**src/jtw_pkg.sv**
```systemverilog
// jtw_pkg: shared constants, types and helper functions of the json token writer
// no dependencies; used by every other file but jtw_ram and the defines header
package jtw_pkg;

  // nesting stack geometry
  localparam int STACK_DEPTH = 64;
  localparam int LVL_W       = $clog2(STACK_DEPTH + 1);
  localparam int ADDR_W      = $clog2(STACK_DEPTH);
  localparam int ST_W        = 3;

  // container states held in the stack
  localparam logic [ST_W-1:0] ST_ARR      = 3'd0;
  localparam logic [ST_W-1:0] ST_ARR_NEXT = 3'd1;
  localparam logic [ST_W-1:0] ST_OBJ_KEY  = 3'd2;
  localparam logic [ST_W-1:0] ST_OBJ_VAL  = 3'd3;
  localparam logic [ST_W-1:0] ST_OBJ_NEXT = 3'd4;

  // writer commands
  localparam int CMD_W = 4;
  localparam logic [CMD_W-1:0] CMD_OPEN_OBJ  = 4'd0;
  localparam logic [CMD_W-1:0] CMD_CLOSE_OBJ = 4'd1;
  localparam logic [CMD_W-1:0] CMD_OPEN_ARR  = 4'd2;
  localparam logic [CMD_W-1:0] CMD_CLOSE_ARR = 4'd3;
  localparam logic [CMD_W-1:0] CMD_TRUE      = 4'd4;
  localparam logic [CMD_W-1:0] CMD_FALSE     = 4'd5;
  localparam logic [CMD_W-1:0] CMD_NULL      = 4'd6;
  localparam logic [CMD_W-1:0] CMD_STR_OPEN  = 4'd7;
  localparam logic [CMD_W-1:0] CMD_STR_CHAR  = 4'd8;
  localparam logic [CMD_W-1:0] CMD_STR_CLOSE = 4'd9;
  localparam logic [CMD_W-1:0] CMD_NUMBER    = 4'd10;

  // result status
  localparam int STAT_W = 2;
  localparam logic [STAT_W-1:0] STAT_OK       = 2'd0;
  localparam logic [STAT_W-1:0] STAT_SYNTAX   = 2'd1;
  localparam logic [STAT_W-1:0] STAT_OVERFLOW = 2'd2;

  // decimal conversion
  localparam int NUM_W      = 64;
  localparam int BCD_DIGITS = 20;
  localparam int BCD_W      = 4 * BCD_DIGITS;
  localparam int STEP_W     = $clog2(NUM_W + 1);
  localparam int NDIG_W     = $clog2(BCD_DIGITS + 1);

  typedef struct packed {
    logic       neg;
    logic       digit_valid;
    logic [3:0] digit;
    logic       digit_last;
  } dec_stat_t;

  typedef struct packed {
    logic       hit;
    logic [7:0] code;
  } esc_t;

  // second byte of a two-byte escape
  function automatic esc_t esc_map(input logic [7:0] c);
    esc_t e;
    e.hit  = 1'b1;
    e.code = c;
    case (c)
      8'h0D:   e.code = "r";
      8'h0A:   e.code = "n";
      8'h09:   e.code = "t";
      8'h0B:   e.code = "v";
      8'h08:   e.code = "b";
      8'h5C:   e.code = 8'h5C;
      8'h22:   e.code = 8'h22;
      default: e.hit  = 1'b0;
    endcase
    return e;
  endfunction

  // state once a value has been completed
  function automatic logic [ST_W-1:0] adv_state(input logic [ST_W-1:0] s);
    logic [ST_W-1:0] n;
    n = s;
    case (s)
      ST_ARR:     n = ST_ARR_NEXT;
      ST_OBJ_KEY: n = ST_OBJ_VAL;
      ST_OBJ_VAL: n = ST_OBJ_NEXT;
      default:    n = s;
    endcase
    return n;
  endfunction

  // state once the separator before a value has gone out
  function automatic logic [ST_W-1:0] sep_state(input logic [ST_W-1:0] s);
    logic [ST_W-1:0] n;
    n = s;
    case (s)
      ST_ARR_NEXT: n = ST_ARR;
      ST_OBJ_NEXT: n = ST_OBJ_KEY;
      default:     n = s;
    endcase
    return n;
  endfunction

endpackage

```
**src/jtw_in_if.sv**
```systemverilog
// jtw_in_if: command channel of the json token writer
// depends on jtw_pkg for field widths
interface jtw_in_if;
  logic                            valid;
  logic                            ready;
  logic [jtw_pkg::CMD_W-1:0]       command;
  logic [7:0]                      char_byte;
  logic signed [jtw_pkg::NUM_W-1:0] number_value;

  modport source (output valid, command, char_byte, number_value, input ready);
  modport sink (input valid, command, char_byte, number_value, output ready);
endinterface

```
**src/jtw_out_if.sv**
```systemverilog
// jtw_out_if: text byte channel of the json token writer
// depends on jtw_pkg for field widths
interface jtw_out_if;
  logic                       valid;
  logic                       ready;
  logic [7:0]                 out_byte;
  logic [jtw_pkg::STAT_W-1:0] status;
  logic                       last;

  modport source (output valid, out_byte, status, last, input ready);
  modport sink (input valid, out_byte, status, last, output ready);
endinterface

```
**src/jtw_ram.sv**
```systemverilog
// jtw_ram: generic single-write, single-read synchronous ram with registered read
// no dependencies
module jtw_ram #(
  parameter int WIDTH = 8,
  parameter int DEPTH = 16
) (
  input  logic                     clk,
  input  logic                     we,
  input  logic [$clog2(DEPTH)-1:0] waddr,
  input  logic [WIDTH-1:0]         wdata,
  input  logic [$clog2(DEPTH)-1:0] raddr,
  output logic [WIDTH-1:0]         rdata
);

  logic [WIDTH-1:0] mem [DEPTH];

  always_ff @(posedge clk) begin
    if (we) begin
      mem[waddr] <= wdata;
    end
    rdata <= mem[raddr];
  end

endmodule

```
**src/jtw_dec.sv**
```systemverilog
// jtw_dec: iterative binary to decimal converter, one bit per cycle (shift and add three)
// depends on jtw_pkg; hands out digits most significant first, leading zeros dropped
module jtw_dec (
  input  logic                      clk,
  input  logic                      rst,
  input  logic                      start,
  input  logic [jtw_pkg::NUM_W-1:0] value,
  input  logic                      take,
  output jtw_pkg::dec_stat_t        stat
);

  localparam logic [1:0] P_IDLE  = 2'd0;
  localparam logic [1:0] P_CONV  = 2'd1;
  localparam logic [1:0] P_STRIP = 2'd2;
  localparam logic [1:0] P_OUT   = 2'd3;

  logic [1:0]                        phase;
  logic [jtw_pkg::NUM_W-1:0]         bin;
  logic [jtw_pkg::BCD_W-1:0]         bcd;
  logic [jtw_pkg::STEP_W-1:0]        steps;
  logic [jtw_pkg::NDIG_W-1:0]        ndig;
  logic                              neg;
  logic [jtw_pkg::NUM_W-1:0]         mag;
  logic [jtw_pkg::BCD_W-1:0]         adj;
  logic [3:0]                        top_dig;

  assign mag     = value[jtw_pkg::NUM_W-1] ? (~value + 1'b1) : value;
  assign top_dig = bcd[jtw_pkg::BCD_W-1 -: 4];

  // add three to every digit of five or more before the shift
  always_comb begin
    for (int i = 0; i < jtw_pkg::BCD_DIGITS; i++) begin
      adj[4*i +: 4] = (bcd[4*i +: 4] >= 4'd5) ? bcd[4*i +: 4] + 4'd3 : bcd[4*i +: 4];
    end
  end

  always_ff @(posedge clk) begin
    if (rst) begin
      phase <= P_IDLE;
    end else if (start) begin
      phase <= P_CONV;
      bin   <= mag;
      bcd   <= '0;
      neg   <= value[jtw_pkg::NUM_W-1];
      steps <= jtw_pkg::STEP_W'(jtw_pkg::NUM_W);
    end else begin
      case (phase)
        P_CONV: begin
          bcd   <= {adj[jtw_pkg::BCD_W-2:0], bin[jtw_pkg::NUM_W-1]};
          bin   <= {bin[jtw_pkg::NUM_W-2:0], 1'b0};
          steps <= steps - 1'b1;
          if (steps == jtw_pkg::STEP_W'(1)) begin
            phase <= P_STRIP;
            ndig  <= jtw_pkg::NDIG_W'(jtw_pkg::BCD_DIGITS);
          end
        end
        P_STRIP: begin
          if (ndig > jtw_pkg::NDIG_W'(1) && top_dig == 4'd0) begin
            bcd  <= {bcd[jtw_pkg::BCD_W-5:0], 4'h0};
            ndig <= ndig - 1'b1;
          end else begin
            phase <= P_OUT;
          end
        end
        P_OUT: begin
          if (take) begin
            bcd  <= {bcd[jtw_pkg::BCD_W-5:0], 4'h0};
            ndig <= ndig - 1'b1;
            if (ndig == jtw_pkg::NDIG_W'(1)) begin
              phase <= P_IDLE;
            end
          end
        end
        default: phase <= P_IDLE;
      endcase
    end
  end

  assign stat.neg         = neg;
  assign stat.digit_valid = (phase == P_OUT);
  assign stat.digit       = top_dig;
  assign stat.digit_last  = (ndig == jtw_pkg::NDIG_W'(1));

endmodule

```
**src/json_token_writer_core.sv**
```systemverilog
// json_token_writer_core: streaming json text writer, top level
// depends on jtw_pkg, jtw_in_if, jtw_out_if, jtw_ram and jtw_dec
// usage
//   token: one word per writer command (command, char_byte, number_value).
//   text:  one word per emitted json byte (out_byte, status, last); last marks
//          the final word caused by a command. an error gives a single word
//          with out_byte zero, a nonzero status and last set.
// timing
//   a command is looked up in the nesting stack ram in the cycle after it is
//   taken; an opening bracket then passes S_PUSH and a close that returns
//   to a parent passes S_FIX before S_EMIT hands its bytes to the output
//   register. bytes then leave at one per cycle while text.ready does not
//   stall them. the next command is taken on the edge that loads the last
//   byte. a number runs bit by bit through the shift-and-add converter,
//   which then drops leading zeros (up to 19) before its digits follow.
// reset
//   clears sequencer, nesting level, string flag, byte count and out_valid;
//   the stack ram is not cleared, as only entries below the level are used.
// stall
//   a byte waits in the output register while text.ready is low; the
//   sequencer holds and no new command is taken until the last byte loads.
module json_token_writer_core (
  input  logic        clk,
  input  logic        rst,
  jtw_in_if.sink      token,
  jtw_out_if.source   text
);

  // sequencer codes
  localparam logic [2:0] S_IDLE = 3'd0; // waiting for a command
  localparam logic [2:0] S_LOOK = 3'd1; // stack top read back, decide
  localparam logic [2:0] S_PUSH = 3'd2; // write the new container entry
  localparam logic [2:0] S_FIX  = 3'd3; // advance the parent after a close
  localparam logic [2:0] S_EMIT = 3'd4; // hand bytes to the output register

  logic [2:0]                        state;
  logic [jtw_pkg::LVL_W-1:0]         level;
  logic [jtw_pkg::LVL_W-1:0]         lvl_m1;
  logic [jtw_pkg::LVL_W-1:0]         lvl_m2;
  logic                              in_str;
  logic [jtw_pkg::CMD_W-1:0]         cmd;
  logic [7:0]                        chr;

  // byte queue of the current command, first byte at index zero
  logic [5:0][7:0]                   txt;
  logic [2:0]                        txt_cnt;
  logic                              num_tail;
  logic [jtw_pkg::STAT_W-1:0]        err_st;
  logic [jtw_pkg::ST_W-1:0]          push_st;

  // output register
  logic                              out_valid;
  logic [7:0]                        out_byte;
  logic [jtw_pkg::STAT_W-1:0]        out_status;
  logic                              out_last;

  // stack ram
  logic                              ram_we;
  logic [jtw_pkg::ADDR_W-1:0]        ram_waddr;
  logic [jtw_pkg::ST_W-1:0]          ram_wdata;
  logic [jtw_pkg::ADDR_W-1:0]        ram_raddr;
  logic [jtw_pkg::ST_W-1:0]          ram_rdata;

  // decimal converter
  logic                              dec_start;
  logic                              dec_take;
  jtw_pkg::dec_stat_t                dec_stat;

  // decision made in S_LOOK
  logic                              has_top;
  logic                              key_pos;
  logic                              sep_hit;
  logic [7:0]                        sep_byte;
  logic [jtw_pkg::ST_W-1:0]          sep_top;
  jtw_pkg::esc_t                     esc;
  logic [4:0][7:0]                   body;
  logic [2:0]                        body_len;
  logic                              use_sep;
  logic [jtw_pkg::STAT_W-1:0]        lk_err;
  logic                              lk_we;
  logic [jtw_pkg::ST_W-1:0]          lk_wdata;
  logic                              lk_push;
  logic [jtw_pkg::ST_W-1:0]          lk_push_st;
  logic                              lk_pop;
  logic                              lk_str_set;
  logic                              lk_str_clr;
  logic                              lk_num;
  logic [5:0][7:0]                   txt_load;
  logic [2:0]                        cnt_load;

  // emission
  logic                              byte_avail;
  logic [7:0]                        cur_byte;
  logic                              cur_last;
  logic                              out_free;
  logic                              fire;
  logic                              ready;
  logic                              acc;

  assign lvl_m1 = level - 1'b1;
  assign lvl_m2 = level - 2'd2;

  // ---------------------------------------------------------------------
  // decision on the stack top, valid in S_LOOK
  // ---------------------------------------------------------------------
  assign has_top  = (level != '0);
  assign key_pos  = has_top && (ram_rdata inside {jtw_pkg::ST_OBJ_KEY, jtw_pkg::ST_OBJ_NEXT});
  assign sep_hit  = has_top && (ram_rdata inside {jtw_pkg::ST_ARR_NEXT, jtw_pkg::ST_OBJ_NEXT,
                                                  jtw_pkg::ST_OBJ_VAL});
  assign sep_byte = (ram_rdata == jtw_pkg::ST_OBJ_VAL) ? ":" : ",";
  assign sep_top  = jtw_pkg::sep_state(ram_rdata);
  assign esc      = jtw_pkg::esc_map(chr);

  always_comb begin
    body       = '0;
    body_len   = 3'd0;
    use_sep    = 1'b0;
    lk_err     = jtw_pkg::STAT_OK;
    lk_we      = 1'b0;
    lk_wdata   = sep_top;
    lk_push    = 1'b0;
    lk_push_st = jtw_pkg::ST_ARR;
    lk_pop     = 1'b0;
    lk_str_set = 1'b0;
    lk_str_clr = 1'b0;
    lk_num     = 1'b0;
    if (in_str) begin
      case (cmd)
        jtw_pkg::CMD_STR_CHAR: begin
          if (esc.hit) begin
            body[0]  = 8'h5C;
            body[1]  = esc.code;
            body_len = 3'd2;
          end else begin
            body[0]  = chr;
            body_len = 3'd1;
          end
        end
        jtw_pkg::CMD_STR_CLOSE: begin
          body[0]    = 8'h22;
          body_len   = 3'd1;
          lk_str_clr = 1'b1;
          lk_we      = has_top;
          lk_wdata   = jtw_pkg::adv_state(ram_rdata);
        end
        default: lk_err = jtw_pkg::STAT_SYNTAX;
      endcase
    end else begin
      case (cmd)
        jtw_pkg::CMD_OPEN_OBJ, jtw_pkg::CMD_OPEN_ARR: begin
          if (key_pos) begin
            lk_err = jtw_pkg::STAT_SYNTAX;
          end else if (level == jtw_pkg::LVL_W'(jtw_pkg::STACK_DEPTH)) begin
            lk_err = jtw_pkg::STAT_OVERFLOW;
          end else begin
            use_sep    = sep_hit;
            body[0]    = (cmd == jtw_pkg::CMD_OPEN_OBJ) ? "{" : "[";
            body_len   = 3'd1;
            lk_we      = has_top;
            lk_wdata   = sep_top;
            lk_push    = 1'b1;
            lk_push_st = (cmd == jtw_pkg::CMD_OPEN_OBJ) ? jtw_pkg::ST_OBJ_KEY : jtw_pkg::ST_ARR;
          end
        end
        jtw_pkg::CMD_CLOSE_OBJ: begin
          if (!key_pos) begin
            lk_err = jtw_pkg::STAT_SYNTAX;
          end else begin
            body[0]  = "}";
            body_len = 3'd1;
            lk_pop   = 1'b1;
          end
        end
        jtw_pkg::CMD_CLOSE_ARR: begin
          if (!has_top || !(ram_rdata inside {jtw_pkg::ST_ARR, jtw_pkg::ST_ARR_NEXT})) begin
            lk_err = jtw_pkg::STAT_SYNTAX;
          end else begin
            body[0]  = "]";
            body_len = 3'd1;
            lk_pop   = 1'b1;
          end
        end
        jtw_pkg::CMD_TRUE, jtw_pkg::CMD_FALSE, jtw_pkg::CMD_NULL, jtw_pkg::CMD_NUMBER: begin
          if (key_pos) begin
            lk_err = jtw_pkg::STAT_SYNTAX;
          end else begin
            use_sep  = sep_hit;
            lk_we    = has_top;
            lk_wdata = jtw_pkg::adv_state(sep_top);
            if (cmd == jtw_pkg::CMD_TRUE) begin
              body[0]  = "t";
              body[1]  = "r";
              body[2]  = "u";
              body[3]  = "e";
              body_len = 3'd4;
            end else if (cmd == jtw_pkg::CMD_FALSE) begin
              body[0]  = "f";
              body[1]  = "a";
              body[2]  = "l";
              body[3]  = "s";
              body[4]  = "e";
              body_len = 3'd5;
            end else if (cmd == jtw_pkg::CMD_NULL) begin
              body[0]  = "n";
              body[1]  = "u";
              body[2]  = "l";
              body[3]  = "l";
              body_len = 3'd4;
            end else begin
              // sign goes out of the queue, digits follow from the converter
              body[0]  = "-";
              body_len = dec_stat.neg ? 3'd1 : 3'd0;
              lk_num   = 1'b1;
            end
          end
        end
        jtw_pkg::CMD_STR_OPEN: begin
          use_sep    = sep_hit;
          body[0]    = 8'h22;
          body_len   = 3'd1;
          lk_we      = has_top;
          lk_wdata   = sep_top;
          lk_str_set = 1'b1;
        end
        default: lk_err = jtw_pkg::STAT_SYNTAX;
      endcase
    end

    // separator in front of the body; an error is a single zero byte
    if (lk_err != jtw_pkg::STAT_OK) begin
      txt_load = '0;
      cnt_load = 3'd1;
    end else if (use_sep) begin
      txt_load = {body, sep_byte};
      cnt_load = body_len + 3'd1;
    end else begin
      txt_load = {8'h00, body};
      cnt_load = body_len;
    end
  end

  // ---------------------------------------------------------------------
  // stack ram access; a read that meets a write on one entry is never used,
  // as every write of a command is done before its bytes start to leave
  // ---------------------------------------------------------------------
  always_comb begin
    ram_we    = 1'b0;
    ram_waddr = lvl_m1[jtw_pkg::ADDR_W-1:0];
    ram_wdata = lk_wdata;
    case (state)
      S_LOOK: begin
        ram_we = lk_we;
      end
      S_PUSH: begin
        ram_we    = 1'b1;
        ram_waddr = level[jtw_pkg::ADDR_W-1:0];
        ram_wdata = push_st;
      end
      S_FIX: begin
        // level already lowered, read data holds the parent entry
        ram_we    = 1'b1;
        ram_wdata = jtw_pkg::adv_state(ram_rdata);
      end
      default: ram_we = 1'b0;
    endcase
  end

  // top entry on acceptance, the parent entry while a close is decided
  assign ram_raddr = (state == S_LOOK) ? lvl_m2[jtw_pkg::ADDR_W-1:0]
                                       : lvl_m1[jtw_pkg::ADDR_W-1:0];

  jtw_ram #(
    .WIDTH (jtw_pkg::ST_W),
    .DEPTH (jtw_pkg::STACK_DEPTH)
  ) u_stack (
    .clk   (clk),
    .we    (ram_we),
    .waddr (ram_waddr),
    .wdata (ram_wdata),
    .raddr (ram_raddr),
    .rdata (ram_rdata)
  );

  // ---------------------------------------------------------------------
  // number conversion starts on acceptance and runs beside the lookup
  // ---------------------------------------------------------------------
  assign dec_start = acc && (token.command == jtw_pkg::CMD_NUMBER);
  assign dec_take  = fire && (txt_cnt == 3'd0);

  jtw_dec u_dec (
    .clk   (clk),
    .rst   (rst),
    .start (dec_start),
    .value (token.number_value),
    .take  (dec_take),
    .stat  (dec_stat)
  );

  // ---------------------------------------------------------------------
  // emission into the output register
  // ---------------------------------------------------------------------
  assign byte_avail = (txt_cnt != 3'd0) || (num_tail && dec_stat.digit_valid);
  assign cur_byte   = (txt_cnt != 3'd0) ? txt[0] : (8'h30 | {4'h0, dec_stat.digit});
  assign cur_last   = (txt_cnt != 3'd0) ? (txt_cnt == 3'd1 && !num_tail) : dec_stat.digit_last;
  assign out_free   = !out_valid || text.ready;
  assign fire       = (state == S_EMIT) && byte_avail && out_free;

  // next command is taken together with the last byte of the current one
  assign ready      = (state == S_IDLE) || (fire && cur_last);
  assign acc        = token.valid && ready;
  assign token.ready = ready;

  // control state
  always_ff @(posedge clk) begin
    if (rst) begin
      state     <= S_IDLE;
      level     <= '0;
      in_str    <= 1'b0;
      txt_cnt   <= 3'd0;
      num_tail  <= 1'b0;
      out_valid <= 1'b0;
    end else begin
      if (fire) begin
        out_valid <= 1'b1;
      end else if (text.ready) begin
        out_valid <= 1'b0;
      end
      case (state)
        S_IDLE: begin
          if (acc) begin
            state <= S_LOOK;
          end
        end
        S_LOOK: begin
          txt_cnt  <= cnt_load;
          num_tail <= lk_num;
          if (lk_str_set) begin
            in_str <= 1'b1;
          end else if (lk_str_clr) begin
            in_str <= 1'b0;
          end
          if (lk_pop) begin
            level <= lvl_m1;
          end
          if (lk_push) begin
            state <= S_PUSH;
          end else if (lk_pop && level > jtw_pkg::LVL_W'(1)) begin
            state <= S_FIX;
          end else begin
            state <= S_EMIT;
          end
        end
        S_PUSH: begin
          level <= level + 1'b1;
          state <= S_EMIT;
        end
        S_FIX: begin
          state <= S_EMIT;
        end
        S_EMIT: begin
          if (fire) begin
            if (txt_cnt != 3'd0) begin
              txt_cnt <= txt_cnt - 1'b1;
            end
            if (cur_last) begin
              state <= acc ? S_LOOK : S_IDLE;
            end
          end
        end
        default: state <= S_IDLE;
      endcase
    end
  end

  // payload registers
  always_ff @(posedge clk) begin
    if (acc) begin
      cmd <= token.command;
      chr <= token.char_byte;
    end
    if (state == S_LOOK) begin
      txt     <= txt_load;
      err_st  <= lk_err;
      push_st <= lk_push_st;
    end else if (fire && txt_cnt != 3'd0) begin
      txt <= {8'h00, txt[5:1]};
    end
    if (fire) begin
      out_byte   <= cur_byte;
      out_status <= err_st;
      out_last   <= cur_last;
    end
  end

  assign text.valid    = out_valid;
  assign text.out_byte = out_byte;
  assign text.status   = out_status;
  assign text.last     = out_last;

endmodule

```
**src/flat_wrapper.sv**
```systemverilog
// flat-port wrapper written by rule: the top's interface ports become plain ports
module json_token_writer_core_flat 
  (clk, rst, token_valid, token_command, token_char_byte, token_number_value, token_ready, text_valid, text_out_byte, text_status, text_last, text_ready);
  jtw_in_if token_i ();
  jtw_out_if text_i ();
  input  logic clk;
  input  logic rst;
  input wire logic [$bits(token_i.valid)-1:0] token_valid;
  input wire logic [$bits(token_i.command)-1:0] token_command;
  input wire logic [$bits(token_i.char_byte)-1:0] token_char_byte;
  input wire logic [$bits(token_i.number_value)-1:0] token_number_value;
  output wire logic [$bits(token_i.ready)-1:0] token_ready;
  output wire logic [$bits(text_i.valid)-1:0] text_valid;
  output wire logic [$bits(text_i.out_byte)-1:0] text_out_byte;
  output wire logic [$bits(text_i.status)-1:0] text_status;
  output wire logic [$bits(text_i.last)-1:0] text_last;
  input wire logic [$bits(text_i.ready)-1:0] text_ready;
  assign token_i.valid = token_valid;
  assign token_i.command = token_command;
  assign token_i.char_byte = token_char_byte;
  assign token_i.number_value = token_number_value;
  assign token_ready = token_i.ready;
  assign text_valid = text_i.valid;
  assign text_out_byte = text_i.out_byte;
  assign text_status = text_i.status;
  assign text_last = text_i.last;
  assign text_i.ready = text_ready;
  json_token_writer_core u_core (.clk(clk), .rst(rst), .token(token_i), .text(text_i));
endmodule
```
**config.mk**
```make
export PLATFORM = sky130hd
export DESIGN_NAME = json_token_writer_core_flat
export DESIGN_NICKNAME = d
export VERILOG_FILES = /design/src/jtw_pkg.sv /design/src/jtw_in_if.sv /design/src/jtw_out_if.sv /design/src/jtw_ram.sv /design/src/jtw_dec.sv /design/src/json_token_writer_core.sv /design/src/flat_wrapper.sv
export SDC_FILE = /design/constraint.sdc
export NUM_CORES = 1
export LEC_CHECK = 0
export CORE_ASPECT_RATIO = 1.4
export CORE_UTILIZATION = 45
export DETAILED_ROUTE_END_ITERATION = 8
export DONT_BUFFER_PORTS = 1
export PLACE_DENSITY = 0.6
export SETUP_SLACK_MARGIN = 0.2
export SYNTH_ARGS = -nofsm -noshare
export SYNTH_HDL_FRONTEND = slang
export SYNTH_HIERARCHICAL = 1
export SYNTH_SLANG_ARGS = --single-unit
export TNS_END_PERCENT = 30
```
**constraint.sdc**
```tcl
create_clock -name clk -period 15.9 [get_ports clk]
set_clock_uncertainty 0.05 [all_clocks]
set_input_delay 0.795 -clock clk [delete_from_list [all_inputs] [get_ports clk]]
set_output_delay 0.795 -clock clk [all_outputs]
set_load 0.1 [all_outputs]
```
==> metrics.cfg <==
[finish]
layout_common_cells = 410 x edfxtp_1, 245 x nor2_1, 214 x nand2_1, 141 x a21oi_1, 74 x inv_1
multiInputGateArea_um2 = 10230
layout_commonest_cell = edfxtp_1
syn_to_final_growth_pct = 8.805
drive_above_1_share = 0.1002
fillers = 4620
final_cells = 2833
regArea_um2 = 12730
final_core_util = 0.4954
nNetsFinal = 2233
num_antenna_cells = 0

[clock_network]
clk_pin_slew_ns = 0.06
cts_buffers = 45
cts_resized = 0
ctsHoldBuffers = 0
cts.sinks = 431
htreeDepth = 2
clock_latency_ns = 0.58
post_cts_buffers = 0
cts_tree = done
cts-root-buf = clkbuf_16
cts_buffer_depth = 3

[detailed_routing]
drtPass1Iterations = 8
ant_nets = 0
via_per_inst = 5.869
drt_iter0_markers = 1028
vias = 16628
drc_errors = 0
finalWirelength_um = 56060
wire_per_inst_um = 19.79

[place]
dp_slack_ns = 11.11
dp.final_hpwl_um = 37670
gp_congestion = 0.8429
dp.cells = 2751
numPortBuffers = 0

[setup_path]
path_cells = inv_1 -> ha_1 -> nand2b_1 -> a21o_1 -> nand3_1 -> a21oi_1 -> buf_4 -> and2_4 -> buf_4 -> nor2_1 -> nor2_4 -> buf_4
cp-end-kind = register
regToRegStartpoint = u_core/txt_cnt[0]$_SDFFE_PP0P_
required_ns = 16.03
start_kind = register
cp_max_fo = 85
crit_slowest_cell = buf_4
worstPathArrival_ns = 4.89
rr_worst_depth = 12
slowest_delay_ns = 0.80
r2r_slack_ns = 11.14
crit_top_cell = buf_4
r2r_end = u_core/u_dec/bcd[71]$_SDFFCE_PP0P_
critical_path_class = reg -> reg

[timing]
tightest_slew_ns = 1.154
period_share = 0.2994
holdWs_ns = 0.2482
finalHoldViolCount = 0
rsz0062_at_grt = false
tns_ns = 0
max_clock_freq_ghz = 0.2100
period_needed_ns = 4.761
max_slew_margin = 0.2308
slew_viol_final = 0
setup_viol = 0
timing.final.ws_setup_ns = 11.14

[global_route]
grt_util_all_layers = 0.2084
grt_max_degree = 96
antenna_found_initial = 4
grt_pass1_vias = 16602
grt-ovfl-total = 0
grt_pass1_wl_um = 88760

[yosys]
yosysWarnings = 6
async_flop_share = 0
synthCells = 2147
syn_area_per_cell_um2 = 11.06
syn-cell-area_um2 = 23740
syn-num-nets = 2289
synth-seq-cells = 431
synth_ff_type = edfxtp_1
yosysSeqAreaShare = 0.5362
synth_cell_types = 96
synth-edff-count = 410

[floorplanning]
core-area_um2 = 52150
die_area_um2 = 53700
ios = 93
rows = 99
die_w_um = 196.1
die_h_um = 273.8
initial_core_util = 0.4553

[min_path]
hold_end = u_core/text.valid$_SDFFE_PP0P_
hp-start = rst
min_path_type = in -> reg
whs_path_depth = 1

[power]
leakagePower_nw = 8.640
powerDensity_nw_per_um2 = 119.8
ir_worst_vdd_mv = 0.1009

[flow_run]
drv_cap = 0

[outcome]
status = finished clean

-- where the power goes --
part | internal, W | leakage (nW) | switching, W
clock network | 0.000653 | 0.747 | 0.000445
logic | 0.000200 | 4.01 | 0.000327
registers | 0.00140 | 3.89 | 0.0000681
-- synth_stat cells, types with 40 or more instances --
| master | number | area share |
|---|---|---|
| nand3_1 | 44 | 0.0093 |
| o21ai_0 | 65 | 0.014 |
| xor2_1 | 40 | 0.015 |
| nand2_1 | 215 | 0.034 |
| a21oi_1 | 144 | 0.030 |
| nand2b_1 | 43 | 0.011 |
| nor2_1 | 248 | 0.039 |
| ha_1 | 62 | 0.033 |
| clkbuf_1 | 82 | 0.013 |
| edfxtp_1 | 410 | 0.52 |
| mux4_2 | 47 | 0.045 |
| nor3_1 | 55 | 0.012 |
| inv_1 | 74 | 0.012 |
-- how the worst max path moves through the flow --
stage / cells after the start / start / endpoint / slack [ns]
3_5_place_dp: 12 / u_core/txt_cnt[0]$_SDFFE_PP0P_ / u_core/u_dec/bcd[30]$_SDFFCE_PP0P_ / 11.11
5_1_grt: 12 / u_core/u_dec/ndig[2]$_SDFFCE_PN1P_ / u_core/u_dec/bcd[60]$_SDFFCE_PP0P_ / 10.71
2_1_floorplan: 13 / u_core/txt_cnt[0]$_SDFFE_PP0P_ / u_core/u_dec/bcd[0]$_SDFFCE_PP0P_ / 8.89
4_1_cts: 12 / u_core/txt_cnt[0]$_SDFFE_PP0P_ / u_core/u_dec/bcd[78]$_SDFFCE_PP0P_ / 11.07
3_3_place_gp: 12 / u_core/txt_cnt[0]$_SDFFE_PP0P_ / u_core/u_dec/bcd[63]$_SDFFCE_PP0P_ / 11.18
6_report: 12 / u_core/txt_cnt[0]$_SDFFE_PP0P_ / u_core/u_dec/bcd[71]$_SDFFCE_PP0P_ / 11.14
-- critical path, delay by kind of cell, from the launching register on --
kind | cells | cell delay [ns]
buffers and inverters | 4 | 1.85
DFF | 1 | 0.37
adders and majority gates | 1 | 0.22
AOI/OAI and AO/OA | 2 | 0.36
and+or+nand+nor | 5 | 1.39
-- metrics by stage --
| step | instance area [um^2] | total power (W) |
|---|---|---|
| after detailed placement | 24300 | 0.002025 |
| after floorplan | 23740 | 0.001895 |
| after CTS | 25830 | 0.003132 |
| final | 25830 | 0.003096 |
| after global placement | 24300 | 0.002008 |
| after global routing | 25830 | 0.003240 |
-- state kept, by name (all words and copies together) (netlist names), 4 cells and up --
signal                count
u_core/chr                8
u_core/u_stack/mem      192
u_core/txt               35
u_core/level              7
u_core/u_dec/ndig         5
u_core/text.out_byte      8
u_core/u_dec/bcd         80
u_core/u_dec/steps        7
u_core/cmd                4
u_core/u_dec/bin         64
-- layout make-up --
cell class / instances / share of cell area
timing repair buffer: 22 / 0.006393
multi-input combinational: 1516 / 0.3961
clock inverter: 32 / 0.01356
clock buffer: 50 / 0.04596
inverter: 75 / 0.01090
sequential: 431 / 0.4928
tap: 707 / 0.03424
-- cells by family after synthesis --
| family | synth area share |
|---|---|
| buf+inv | 0.03678 |
| compound gates | 0.1300 |
| xor+xnor | 0.02872 |
| fa+ha+maj | 0.03267 |
| simple gates | 0.1783 |
| flops | 0.5362 |
| mux | 0.05712 |
| other cells | 0.0001579 |
-- routing by layer --
layer | wire length [um] | vias to the layer above | global-route usage
li1 | - | 7920 | -
met1 | 21800 | 8192 | 0.2370
met2 | 29850 | 396 | 0.3854
met3 | 2271 | 116 | 0.02822
met4 | 2104 | 4 | 0.09519
met5 | 26 | - | 0
(Power assumes the default switching activity.)
